**src/hdl/oeg_pkg.sv**
```systemverilog
// Shared definitions for the orthogonality energy and gradient pipeline.
// Holds the pipeline depth and the control bundle passed from the stage controller.
// No dependencies.
package oeg_pkg;

    // Number of register stages, the output register included.
    localparam int NUM_STAGES = 7;

    // Per-stage handshake state handed from the controller to the datapath.
    typedef struct packed {
        logic                  in_ready;
        logic [NUM_STAGES-1:0] load;
        logic [NUM_STAGES-1:0] valid;
    } pipe_ctrl_t;

endpackage

```
**src/hdl/oeg_pipe_ctrl.sv**
```systemverilog
// Valid/ready controller for the orthogonality energy pipeline.
// Tracks one valid bit per stage and lets bubbles collapse under back pressure.
// Depends on oeg_pkg.
module oeg_pipe_ctrl (
    input  logic               aclk,
    input  logic               aresetn,
    input  logic               s_valid,
    input  logic               m_ready,
    output oeg_pkg::pipe_ctrl_t ctrl
);

    localparam int LAST = oeg_pkg::NUM_STAGES - 1;

    logic [oeg_pkg::NUM_STAGES-1:0] vld_reg;
    logic [oeg_pkg::NUM_STAGES-1:0] vld_next;
    logic [oeg_pkg::NUM_STAGES-1:0] load;

    // A stage may load when it is empty or when the stage after it moves on.
    always_comb begin
        load[LAST] = !vld_reg[LAST] || m_ready;
        for (int k = LAST - 1; k >= 0; k--) begin
            load[k] = !vld_reg[k] || load[k+1];
        end
        vld_next[0] = load[0] ? s_valid : vld_reg[0];
        for (int k = 1; k <= LAST; k++) begin
            vld_next[k] = load[k] ? vld_reg[k-1] : vld_reg[k];
        end
    end

    // Stage valid bits.
    always_ff @(posedge aclk) begin
        if (!aresetn) begin
            vld_reg <= '0;
        end else begin
            vld_reg <= vld_next;
        end
    end

    assign ctrl.in_ready = load[0];
    assign ctrl.load     = load;
    assign ctrl.valid    = vld_reg;

`ifndef NO_ASSERTIONS
    // Occupancy changes only by accepted input beats and delivered output beats.
    a_occupancy: assert property (@(posedge aclk) disable iff (!aresetn)
        $past(aresetn) |->
            ($countones(vld_reg) == $past($countones(vld_reg))
                + int'($past(s_valid && load[0]))
                - int'($past(vld_reg[LAST] && m_ready))))
        else $error("pipeline occupancy lost or duplicated a beat");

    // Input is refused only when every stage is full and the output is stalled.
    a_refuse_only_full: assert property (@(posedge aclk) disable iff (!aresetn)
        !load[0] |-> ((&vld_reg) && !m_ready))
        else $error("input stalled while the pipeline had a free stage");
`endif

endmodule
```
**config.mk**
```make
export PLATFORM = sky130hd
export DESIGN_NAME = oeg_pipe_ctrl
export DESIGN_NICKNAME = d
export VERILOG_FILES = /design/src/hdl/oeg_pkg.sv /design/src/hdl/oeg_pipe_ctrl.sv
export SDC_FILE = /design/constraint.sdc
export NUM_CORES = 1
export LEC_CHECK = 0
export BUFFER_PORTS_ARGS = -buffer_cell sky130_fd_sc_hd__buf_4
export CORE_AREA = 4 4 41 43
export CTS_CLUSTER_DIAMETER = 40
export DETAILED_ROUTE_END_ITERATION = 10
export DIE_AREA = 0 0 45 47
export HOLD_SLACK_MARGIN = 0.05
export SLEW_MARGIN = 20
export SYNTH_ARGS = -nofsm -noshare
export SYNTH_HDL_FRONTEND = slang
export SYNTH_SLANG_ARGS = --single-unit
```
**constraint.sdc**
```tcl
create_clock -name aclk -period 1.2 [get_ports aclk]
set_input_delay 0.3 -clock aclk [delete_from_list [all_inputs] [get_ports aclk]]
set_output_delay 0.3 -clock aclk [all_outputs]
set_load 0.005 [all_outputs]
```
==> results of run 1 <==
[power by group through the flow]
stage	registers [W]	logic, W	clock network [W]
4_1_cts	0.000242	0.0000392	0.000221
5_1_grt	0.000242	0.0000431	0.000233
3_5_place_dp	0.000246	0.0000380	0
2_1_floorplan	0.000248	0.00000868	0
3_3_place_gp	0.000246	0.0000372	0
6_report	0.000242	0.0000387	0.000210
[synth_stat cells (all sizes together)]
| cell type | instances | share of area, % |
|---|---|---|
| nand2 | 6 | 7.6 |
| buf | 1 | 2.5 |
| nor2b | 2 | 4.2 |
| nand4b | 1 | 8.0 |
| a21boi | 2 | 6.3 |
| or2 | 1 | 3.0 |
| nor2 | 1 | 1.3 |
| inv | 5 | 6.3 |
| dfxtp | 7 | 47 |
| a21oi | 1 | 1.7 |
| o31ai | 1 | 2.5 |
| o21a | 3 | 7.6 |
| nor3 | 1 | 1.7 |
[worst register-to-register path: cells and delay by family, from the launching register on]
kind                   cells  cell delay (ps)
buffers and inverters      5              530
and+or+nand+nor            2              190
AOI/OAI and AO/OA          1              150
DFF                        1              330
[layer usage]
| metal | routed length (µm) | global-route usage [%] | part of all wire (%) |
|---|---|---|---|
| met3 | 104 | 3.07 | 12 |
| met5 | 0 | 0 | 0 |
| met2 | 399 | 13.3 | 46 |
| met1 | 366 | 11.2 | 42 |
| met4 | 0 | 3.51 | 0 |
[final cells by class]
cell class,count,area share (%)
repair buffers,32,42.7
clock buffers,4,4.21
inverters,5,3.01
flip-flops and latches,7,23.2
multi-input cells,19,23.8
well taps,15,3.01
[kinds of logic (layout without fill, tap and decap cells)]
family,count (synthesis),count (layout),share of synthesized area [%]
AOI/OAI and AO/OA,7,7,18.1
and+or+nand+nor,12,12,25.7
buffers and inverters,6,41,8.86
DFF,7,7,47.3
[through the flow]
step | TNS, ps | cell area, µm² | std cells
after floorplan | 0 | 305 | 32
after global placement | -444 | 519 | 73
after detailed placement | -468 | 519 | 73
after CTS | -1520 | 588 | 81
after global routing | -2240 | 624 | 82
final | -1600 | 624 | 82
[what timing repair did]
item                       CTS  global route
pin swaps                    2             0
setup buffers                4             1
gates resized for setup      5             8
setup endpoints to repair    8             9
[worst paths after layout]
| kind | end | slack [ps] | depth (start not counted) | startpoint |
|---|---|---|---|---|
| setup / recovery | ctrl[10] | -230 | 3 | vld_reg[6]$_SDFFE_PN0P_ |
| setup reg to reg | vld_reg[0]$_SDFFE_PN0P_ | -100 | 8 | vld_reg[4]$_SDFFE_PN0P_ |
| hold reg to reg | vld_reg[4]$_SDFFE_PN0P_ | 510 | 2 | vld_reg[3]$_SDFFE_PN0P_ |
| hold / removal | vld_reg[0]$_SDFFE_PN0P_ | 260 | 2 | s_valid |
==> flow_metrics.env, run 1 <==
export IMPL_dieArea_mm2=0.00212
export IMPL_failed_checks="negative setup slack"
export IMPL_std_cell_rows=13
export IMPL_syn_num_nets=36
export IMPL_power_switching_w=0.000101
export IMPL_avgSynthCellArea_um2=9.27
export IMPL_cts_tree="done"
export IMPL_drc=0
export IMPL_seq_power_share_pct=49.3
export IMPL_gr_total_overflow=0
export IMPL_final_util_pct=48.0
export IMPL_fmax_ghz=0.701
export IMPL_grt_pass1_wl_um=1320
export IMPL_final_fill_count=136
export IMPL_cts_buffer_depth=2
export IMPL_fin_nets=72
export IMPL_p_leak_nw=0.318
export IMPL_slowest_delay_ps=340
export IMPL_synth_seq_area_share_pct=47.3
export IMPL_combPwrFrac_pct=7.9
export IMPL_synth_seq_cells=7
export IMPL_worstSetupPathType="flip-flop to output port"
export IMPL_cp_max_fo=5
export IMPL_clkTransAtPathRegs_ps=50
export IMPL_power_density_mw_per_mm2=786
export IMPL_cts_hold_buf=0
export IMPL_drive_gt1_share_pct=70.1
export IMPL_post_place_ws_ps=-113
export IMPL_layout_setup_ws_ps=-226
export IMPL_rsz0062_at_grt="true"
export IMPL_die_h_um=47
export IMPL_netlist_area_um2=297
export IMPL_intPower_w=0.000389
export IMPL_outcome="finished with violations"
export IMPL_min_period_ps=1430
export IMPL_clock_skew_ps=1.65
export IMPL_io_pins=19
export IMPL_path_buf_inv=1
export IMPL_cts_root_buf="clkbuf_4"
export IMPL_p_total_w=0.000491
export IMPL_initial_core_util_pct=22.8
export IMPL_antenna_found_initial=0
export IMPL_synth_cells=32
export IMPL_setup_viol=9
export IMPL_slew_viol_final=0
export IMPL_worst_slew_pin_slew_ps=204
export IMPL_viasPerCell=4.06
export IMPL_ir_drop_v=0.000388
export IMPL_synth_cell_types=14
export IMPL_vias=333
export IMPL_yosysWarningCount=0
export IMPL_clockPowerShare_pct=42.8
export IMPL_hold_violations=0
export IMPL_final_common_cell="buf_4"
export IMPL_cts_made_buffers=3
export IMPL_critical_path_top_delay_family="simple AND/OR/NAND/NOR gates"
export IMPL_core_area_mm2=0.00130
export IMPL_routabilityCongestion=0.688
export IMPL_layout_common_cells="25 x buf_4, 7 x buf_6, 5 x nand2_1, 4 x inv_1, 4 x dfxtp_2"
export IMPL_clock_latency_ps=240
export IMPL_drt_pass1_iter_count=1
export IMPL_htreeDepth=1
export IMPL_grtUsageTotal_pct=8.70
export IMPL_arrival_ps=1130
export IMPL_syn2layout_area_growth_pct=111
export IMPL_worstHoldPathType="input port to flip-flop"
export IMPL_fin_hold_ws_ps=260
export IMPL_antenna_left=0
export IMPL_drt_initial_drc_count=0
export IMPL_antenna_cells=0
export IMPL_slew_headroom_pct=86.3
export IMPL_crit_chain="nand4b_4 > or2_4 > buf_6"
export IMPL_sw_frac_of_total_pct=20.7
export IMPL_critPathSlowestCell="dfxtp_2"
export IMPL_regArea_um2=145
export IMPL_fp_dieW_um=45
export IMPL_largest_reg_flops=7
export IMPL_grt_pass1_vias=330
export IMPL_worst_setup_path_end_kind="output port"
export IMPL_drv_cap=0
export IMPL_dpl_hpwl_um=617
export IMPL_startpoint_type="flip-flop"
export IMPL_cp_data_required_time_ps=900
export IMPL_routedWlPerCell_um=10.6
export IMPL_io_buffer_count=18
export IMPL_cts_sinks=7
export IMPL_drt_total_wl_um=870
export IMPL_multi_input_area_um2=149
export IMPL_period_share_pct=119
export IMPL_grt_max_degree=9
Power figures use the tool's default switching activity.
==> run 2, diff against run 1 <==
clock period = 1.8 ns   (was 1.2 ns; I/O delays follow)
==> flow_metrics.env, run 2 (same netlist as run 1, synthesis figures left out) <==
export IMPL_final_common_cell="buf_4"
export IMPL_grt_pass1_vias=263
export IMPL_seq_power_share_pct=51.1
export IMPL_fmax_ghz=0.593
export IMPL_post_place_ws_ps=60.5
export IMPL_fin_nets=58
export IMPL_fin_cells=68
export IMPL_drt_initial_drc_count=5
export IMPL_gr_total_overflow=0
export IMPL_crit_start="vld_reg[6]$_SDFFE_PN0P_"
export IMPL_cts_root_buf="clkbuf_4"
export IMPL_grt_pass1_wl_um=1150
export IMPL_fp_dieW_um=45
export IMPL_largest_reg_flops=7
export IMPL_clockPowerShare_pct=42.9
export IMPL_worst_setup_path_end_kind="output port"
export IMPL_grt_max_degree=9
export IMPL_r2r_start="vld_reg[6]$_SDFFE_PN0P_"
export IMPL_drc=0
export IMPL_cts_buffer_depth=2
export IMPL_dpl_cell_count=64
export IMPL_slew_viol_final=0
export IMPL_viasPerCell=4.19
export IMPL_clock_latency_ps=240
export IMPL_dpl_hpwl_um=534
export IMPL_drt_pass1_iter_count=2
export IMPL_initial_core_util_pct=22.8
export IMPL_drt_total_wl_um=724
export IMPL_io_pins=19
export IMPL_outcome="complete, no violations"
export IMPL_antenna_left=0
export IMPL_setup_viol=0
export IMPL_drv_cap=0
export IMPL_worst_slew_pin_slew_ps=283
export IMPL_min_period_ps=1690
export IMPL_ir_drop_v=0.000373
export IMPL_routedWlPerCell_um=10.6
export IMPL_startpoint_type="flip-flop"
export IMPL_crit_path_end="ctrl[7]"
export IMPL_grtUsageTotal_pct=7.77
export IMPL_routabilityCongestion=0.694
export IMPL_dieArea_mm2=0.00212
export IMPL_hold_violations=0
export IMPL_rrSetupSlack_ps=790
export IMPL_combPwrFrac_pct=6.0
export IMPL_rr_worst_depth=3
export IMPL_worstHoldPathType="input port to flip-flop"
export IMPL_die_h_um=47
export IMPL_slew_headroom_pct=81.1
export IMPL_arrival_ps=1240
export IMPL_intPower_w=0.000256
export IMPL_io_buffer_count=18
export IMPL_cts_tree="done"
export IMPL_worstSetupPathType="flip-flop to output port"
export IMPL_vias=285
export IMPL_core_area_mm2=0.00130
export IMPL_layout_setup_ws_ps=113
export IMPL_layout_common_cells="18 x buf_4, 6 x nand2_1, 6 x dfxtp_1, 5 x inv_1"
export IMPL_cp_data_required_time_ps=1350
export IMPL_drive_gt1_share_pct=49.1
export IMPL_reg2reg_to="vld_reg[3]$_SDFFE_PN0P_"
export IMPL_power_switching_w=0.0000623
export IMPL_p_leak_nw=0.218
export IMPL_power_density_mw_per_mm2=669
export IMPL_antenna_cells=0
export IMPL_fin_setup_tns_ps=0
export IMPL_sw_frac_of_total_pct=19.6
export IMPL_cts_made_buffers=3
export IMPL_std_cell_rows=13
export IMPL_cts_sinks=7
export IMPL_final_fill_count=145
export IMPL_antenna_found_initial=0
export IMPL_clkTransAtPathRegs_ps=50
export IMPL_rsz0062_at_grt="false"
export IMPL_period_share_pct=93.7
export IMPL_htreeDepth=1
export IMPL_cp_max_fo=6
export IMPL_syn2layout_area_growth_pct=60.3
export IMPL_clock_skew_ps=1.62
## run 2: cell count changes in the layout (fill, tap and decap cells not counted), moves of 3 or more
cell and delta:
buf_4 -7, buf_6 -7, dfxtp_1 +3, dfxtp_2 -3
## run 2: through the flow
stage | power (W) | hold WS (ps) | util (%) | cell area (µm²)
2_1_floorplan | 0.000171 | 461 | - | 297
3_3_place_gp | 0.000184 | 457 | 34.0 | 443
3_5_place_dp | 0.000185 | 460 | 34.0 | 443
4_1_cts | 0.000326 | 418 | 36.4 | 474
5_1_grt | 0.000338 | 413 | 36.5 | 475
6_report | 0.000318 | 421 | 36.5 | 475
## run 2: worst min path at each step
stage	startpoint	end	slack [ps]	depth (start not counted)
after floorplan	vld_reg[2]$_SDFFE_PN0P_	vld_reg[3]$_SDFFE_PN0P_	460	2
after global placement	vld_reg[2]$_SDFFE_PN0P_	vld_reg[3]$_SDFFE_PN0P_	460	2
after detailed placement	vld_reg[2]$_SDFFE_PN0P_	vld_reg[3]$_SDFFE_PN0P_	460	2
after CTS	s_valid	vld_reg[0]$_SDFFE_PN0P_	420	2
after global routing	s_valid	vld_reg[0]$_SDFFE_PN0P_	410	2
final	s_valid	vld_reg[0]$_SDFFE_PN0P_	420	2
## run 2: cell type report
type                            instances  area [µm²]  share of cell area [%]
Sequential cell                         7         141                    29.7
Timing Repair Buffer                   18         135                    28.4
Tap cell                               15        18.8                    3.95
Clock buffer                            4        26.3                    5.53
Inverter                                5        18.8                    3.95
Multi-Input combinational cell         19         135                    28.4
## run 2: repair_timing
action	in CTS	in global routing
setup endpoints to repair	2	4
resized for setup	1	1
hold buffers	0	0
setup buffers	0	0
gates cloned	0	0
## run 2: worst max-delay path: stages, from the launching register on
cell      delay, ps
dfxtp_1         390
nand4b_4        170
nor3_2          230
inv_1            70
buf_4           130
## run 2: power groups by stage
stage | clock, W | combinational, W | sequential, W
final | 0.000137 | 0.0000191 | 0.000162
after CTS | 0.000144 | 0.0000194 | 0.000162
after global placement | 0 | 0.0000189 | 0.000165
after global routing | 0.000154 | 0.0000207 | 0.000163
after floorplan | 0 | 0.00000572 | 0.000165
after detailed placement | 0 | 0.0000193 | 0.000165
## run 2: metal layers
layer	wire, µm	GRT usage, %	vias to the layer above
met5	0	0	-
met4	0	3.51	0
met1	301	8.05	123
met3	94	5.36	0
met2	328	12.1	15
li1	-	-	147
==> run 3, diff against run 2 <==
MAX_ROUTING_LAYER = met4   (was not set)
==> flow_metrics.env, run 3 (same netlist as run 1, synthesis figures left out) <==
export IMPL_outcome="complete, no violations"
export IMPL_clock_latency_ps=240
export IMPL_drv_cap=0
export IMPL_initial_core_util_pct=22.8
export IMPL_std_cell_rows=13
export IMPL_arrival_ps=1240
export IMPL_drt_total_wl_um=724
export IMPL_drc=0
export IMPL_cts_made_buffers=3
export IMPL_grt_pass1_wl_um=1150
export IMPL_worstSetupPathType="flip-flop to output port"
export IMPL_fin_area_um2=475
export IMPL_core_area_mm2=0.00130
export IMPL_startpoint_type="flip-flop"
export IMPL_clkTransAtPathRegs_ps=50
export IMPL_rsz0062_at_grt="false"
export IMPL_io_buffer_count=18
export IMPL_drt_initial_drc_count=2
export IMPL_viasPerCell=4.19
export IMPL_fp_dieW_um=45
export IMPL_layout_common_cells="18 x buf_4, 6 x nand2_1, 6 x dfxtp_1, 5 x inv_1"
export IMPL_final_fill_count=145
export IMPL_grt_max_degree=9
export IMPL_htreeDepth=1
export IMPL_rr_worst_depth=3
export IMPL_fmax_ghz=0.593
export IMPL_largest_reg_flops=7
export IMPL_gr_total_overflow=0
export IMPL_post_cts_buffers=0
export IMPL_r2r_start="vld_reg[6]$_SDFFE_PN0P_"
export IMPL_antenna_left=0
export IMPL_routabilityCongestion=0.702
export IMPL_final_common_cell="buf_4"
export IMPL_worstHoldPathType="input port to flip-flop"
export IMPL_antenna_cells=0
export IMPL_drt_pass1_iter_count=2
export IMPL_worstHoldStart="s_valid"
export IMPL_min_period_ps=1690
export IMPL_setup_viol=0
export IMPL_cts_sinks=7
export IMPL_rrSetupSlack_ps=790
export IMPL_period_share_pct=93.7
export IMPL_cts_hold_buf=0
export IMPL_antenna_found_initial=0
export IMPL_post_cts_resize_count=1
export IMPL_crit_start="vld_reg[6]$_SDFFE_PN0P_"
export IMPL_ir_drop_v=0.000373
export IMPL_fin_hold_ws_ps=420
export IMPL_clock_skew_ps=1.60
export IMPL_io_pins=19
export IMPL_grt_pass1_vias=258
export IMPL_reg2reg_to="vld_reg[3]$_SDFFE_PN0P_"
export IMPL_dieArea_mm2=0.00212
export IMPL_slew_headroom_pct=81.1
export IMPL_grtUsageTotal_pct=8.03
export IMPL_worst_slew_pin_slew_ps=283
export IMPL_whs_path_depth=2
export IMPL_cts_buffer_depth=2
export IMPL_fin_setup_tns_ps=0
export IMPL_hold_violations=0
export IMPL_dpl_hpwl_um=534
export IMPL_p_leak_nw=0.218
export IMPL_cp_max_fo=6
export IMPL_slew_viol_final=0
export IMPL_cp_data_required_time_ps=1350
export IMPL_worst_setup_path_end_kind="output port"
export IMPL_power_density_mw_per_mm2=669
export IMPL_dpl_cell_area_um2=443
export IMPL_cts_root_buf="clkbuf_4"
export IMPL_fin_nets=58
export IMPL_syn2layout_area_growth_pct=60.3
export IMPL_cts_tree="done"
export IMPL_routedWlPerCell_um=10.6
export IMPL_die_h_um=47
export IMPL_vias=285
export IMPL_hold_path_end="vld_reg[0]$_SDFFE_PN0P_"
export IMPL_drive_gt1_share_pct=49.1
run 3: cell counts in the layout (fill, tap and decap cells not counted):
Identical to the previous run, type by type.
run 3: worst max path at each step:
stage | cells past startpoint | slack [ps] | endpoint
after global placement | 5 | 80 | ctrl[14]
after CTS | 4 | 30 | ctrl[7]
after floorplan | 4 | 250 | ctrl[14]
after detailed placement | 5 | 60 | ctrl[7]
after global routing | 4 | 20 | ctrl[8]
final | 4 | 110 | ctrl[7]
run 3: per-stage QoR:
| step | utilization [%] | power (W) | cells | setup slack [ps] |
|---|---|---|---|---|
| 2_1_floorplan | - | 0.000171 | 32 | 247 |
| 3_3_place_gp | 34.0 | 0.000184 | 64 | 75.1 |
| 3_5_place_dp | 34.0 | 0.000185 | 64 | 60.5 |
| 4_1_cts | 36.4 | 0.000326 | 68 | 26.3 |
| 5_1_grt | 36.5 | 0.000338 | 68 | 20.2 |
| 6_report | 36.5 | 0.000318 | 68 | 113 |
run 3: critical path, cell delays in order (launching register included):
cell	delay, ps
dfxtp_1	390
nand4b_4	170
nor3_2	230
inv_1	70
buf_4	130
run 3: power by group:
part | internal [W] | total (W) | switching, W | leakage, nW
combinational | 0.0000125 | 0.0000191 | 0.00000662 | 0.146
clock | 0.0000842 | 0.000136 | 0.0000523 | 0.0150
sequential | 0.000159 | 0.000162 | 0.00000337 | 0.0575
total | 0.000256 | 0.000318 | 0.0000623 | 0.218
run 3: final cells by class:
type | count | area [µm²] | area share [%]
Sequential cell | 7 | 141 | 29.7
Multi-Input combinational cell | 19 | 135 | 28.4
Tap cell | 15 | 18.8 | 3.95
Clock buffer | 4 | 26.3 | 5.53
Timing Repair Buffer | 18 | 135 | 28.4
Inverter | 5 | 18.8 | 3.95
run 3: routing by layer:
| metal | global-route usage, % | routed length, µm |
|---|---|---|
| met5 | - | 0 |
| met3 | 4.98 | 85 |
| met2 | 12.1 | 325 |
| met4 | 3.51 | 0 |
| met1 | 8.28 | 312 |
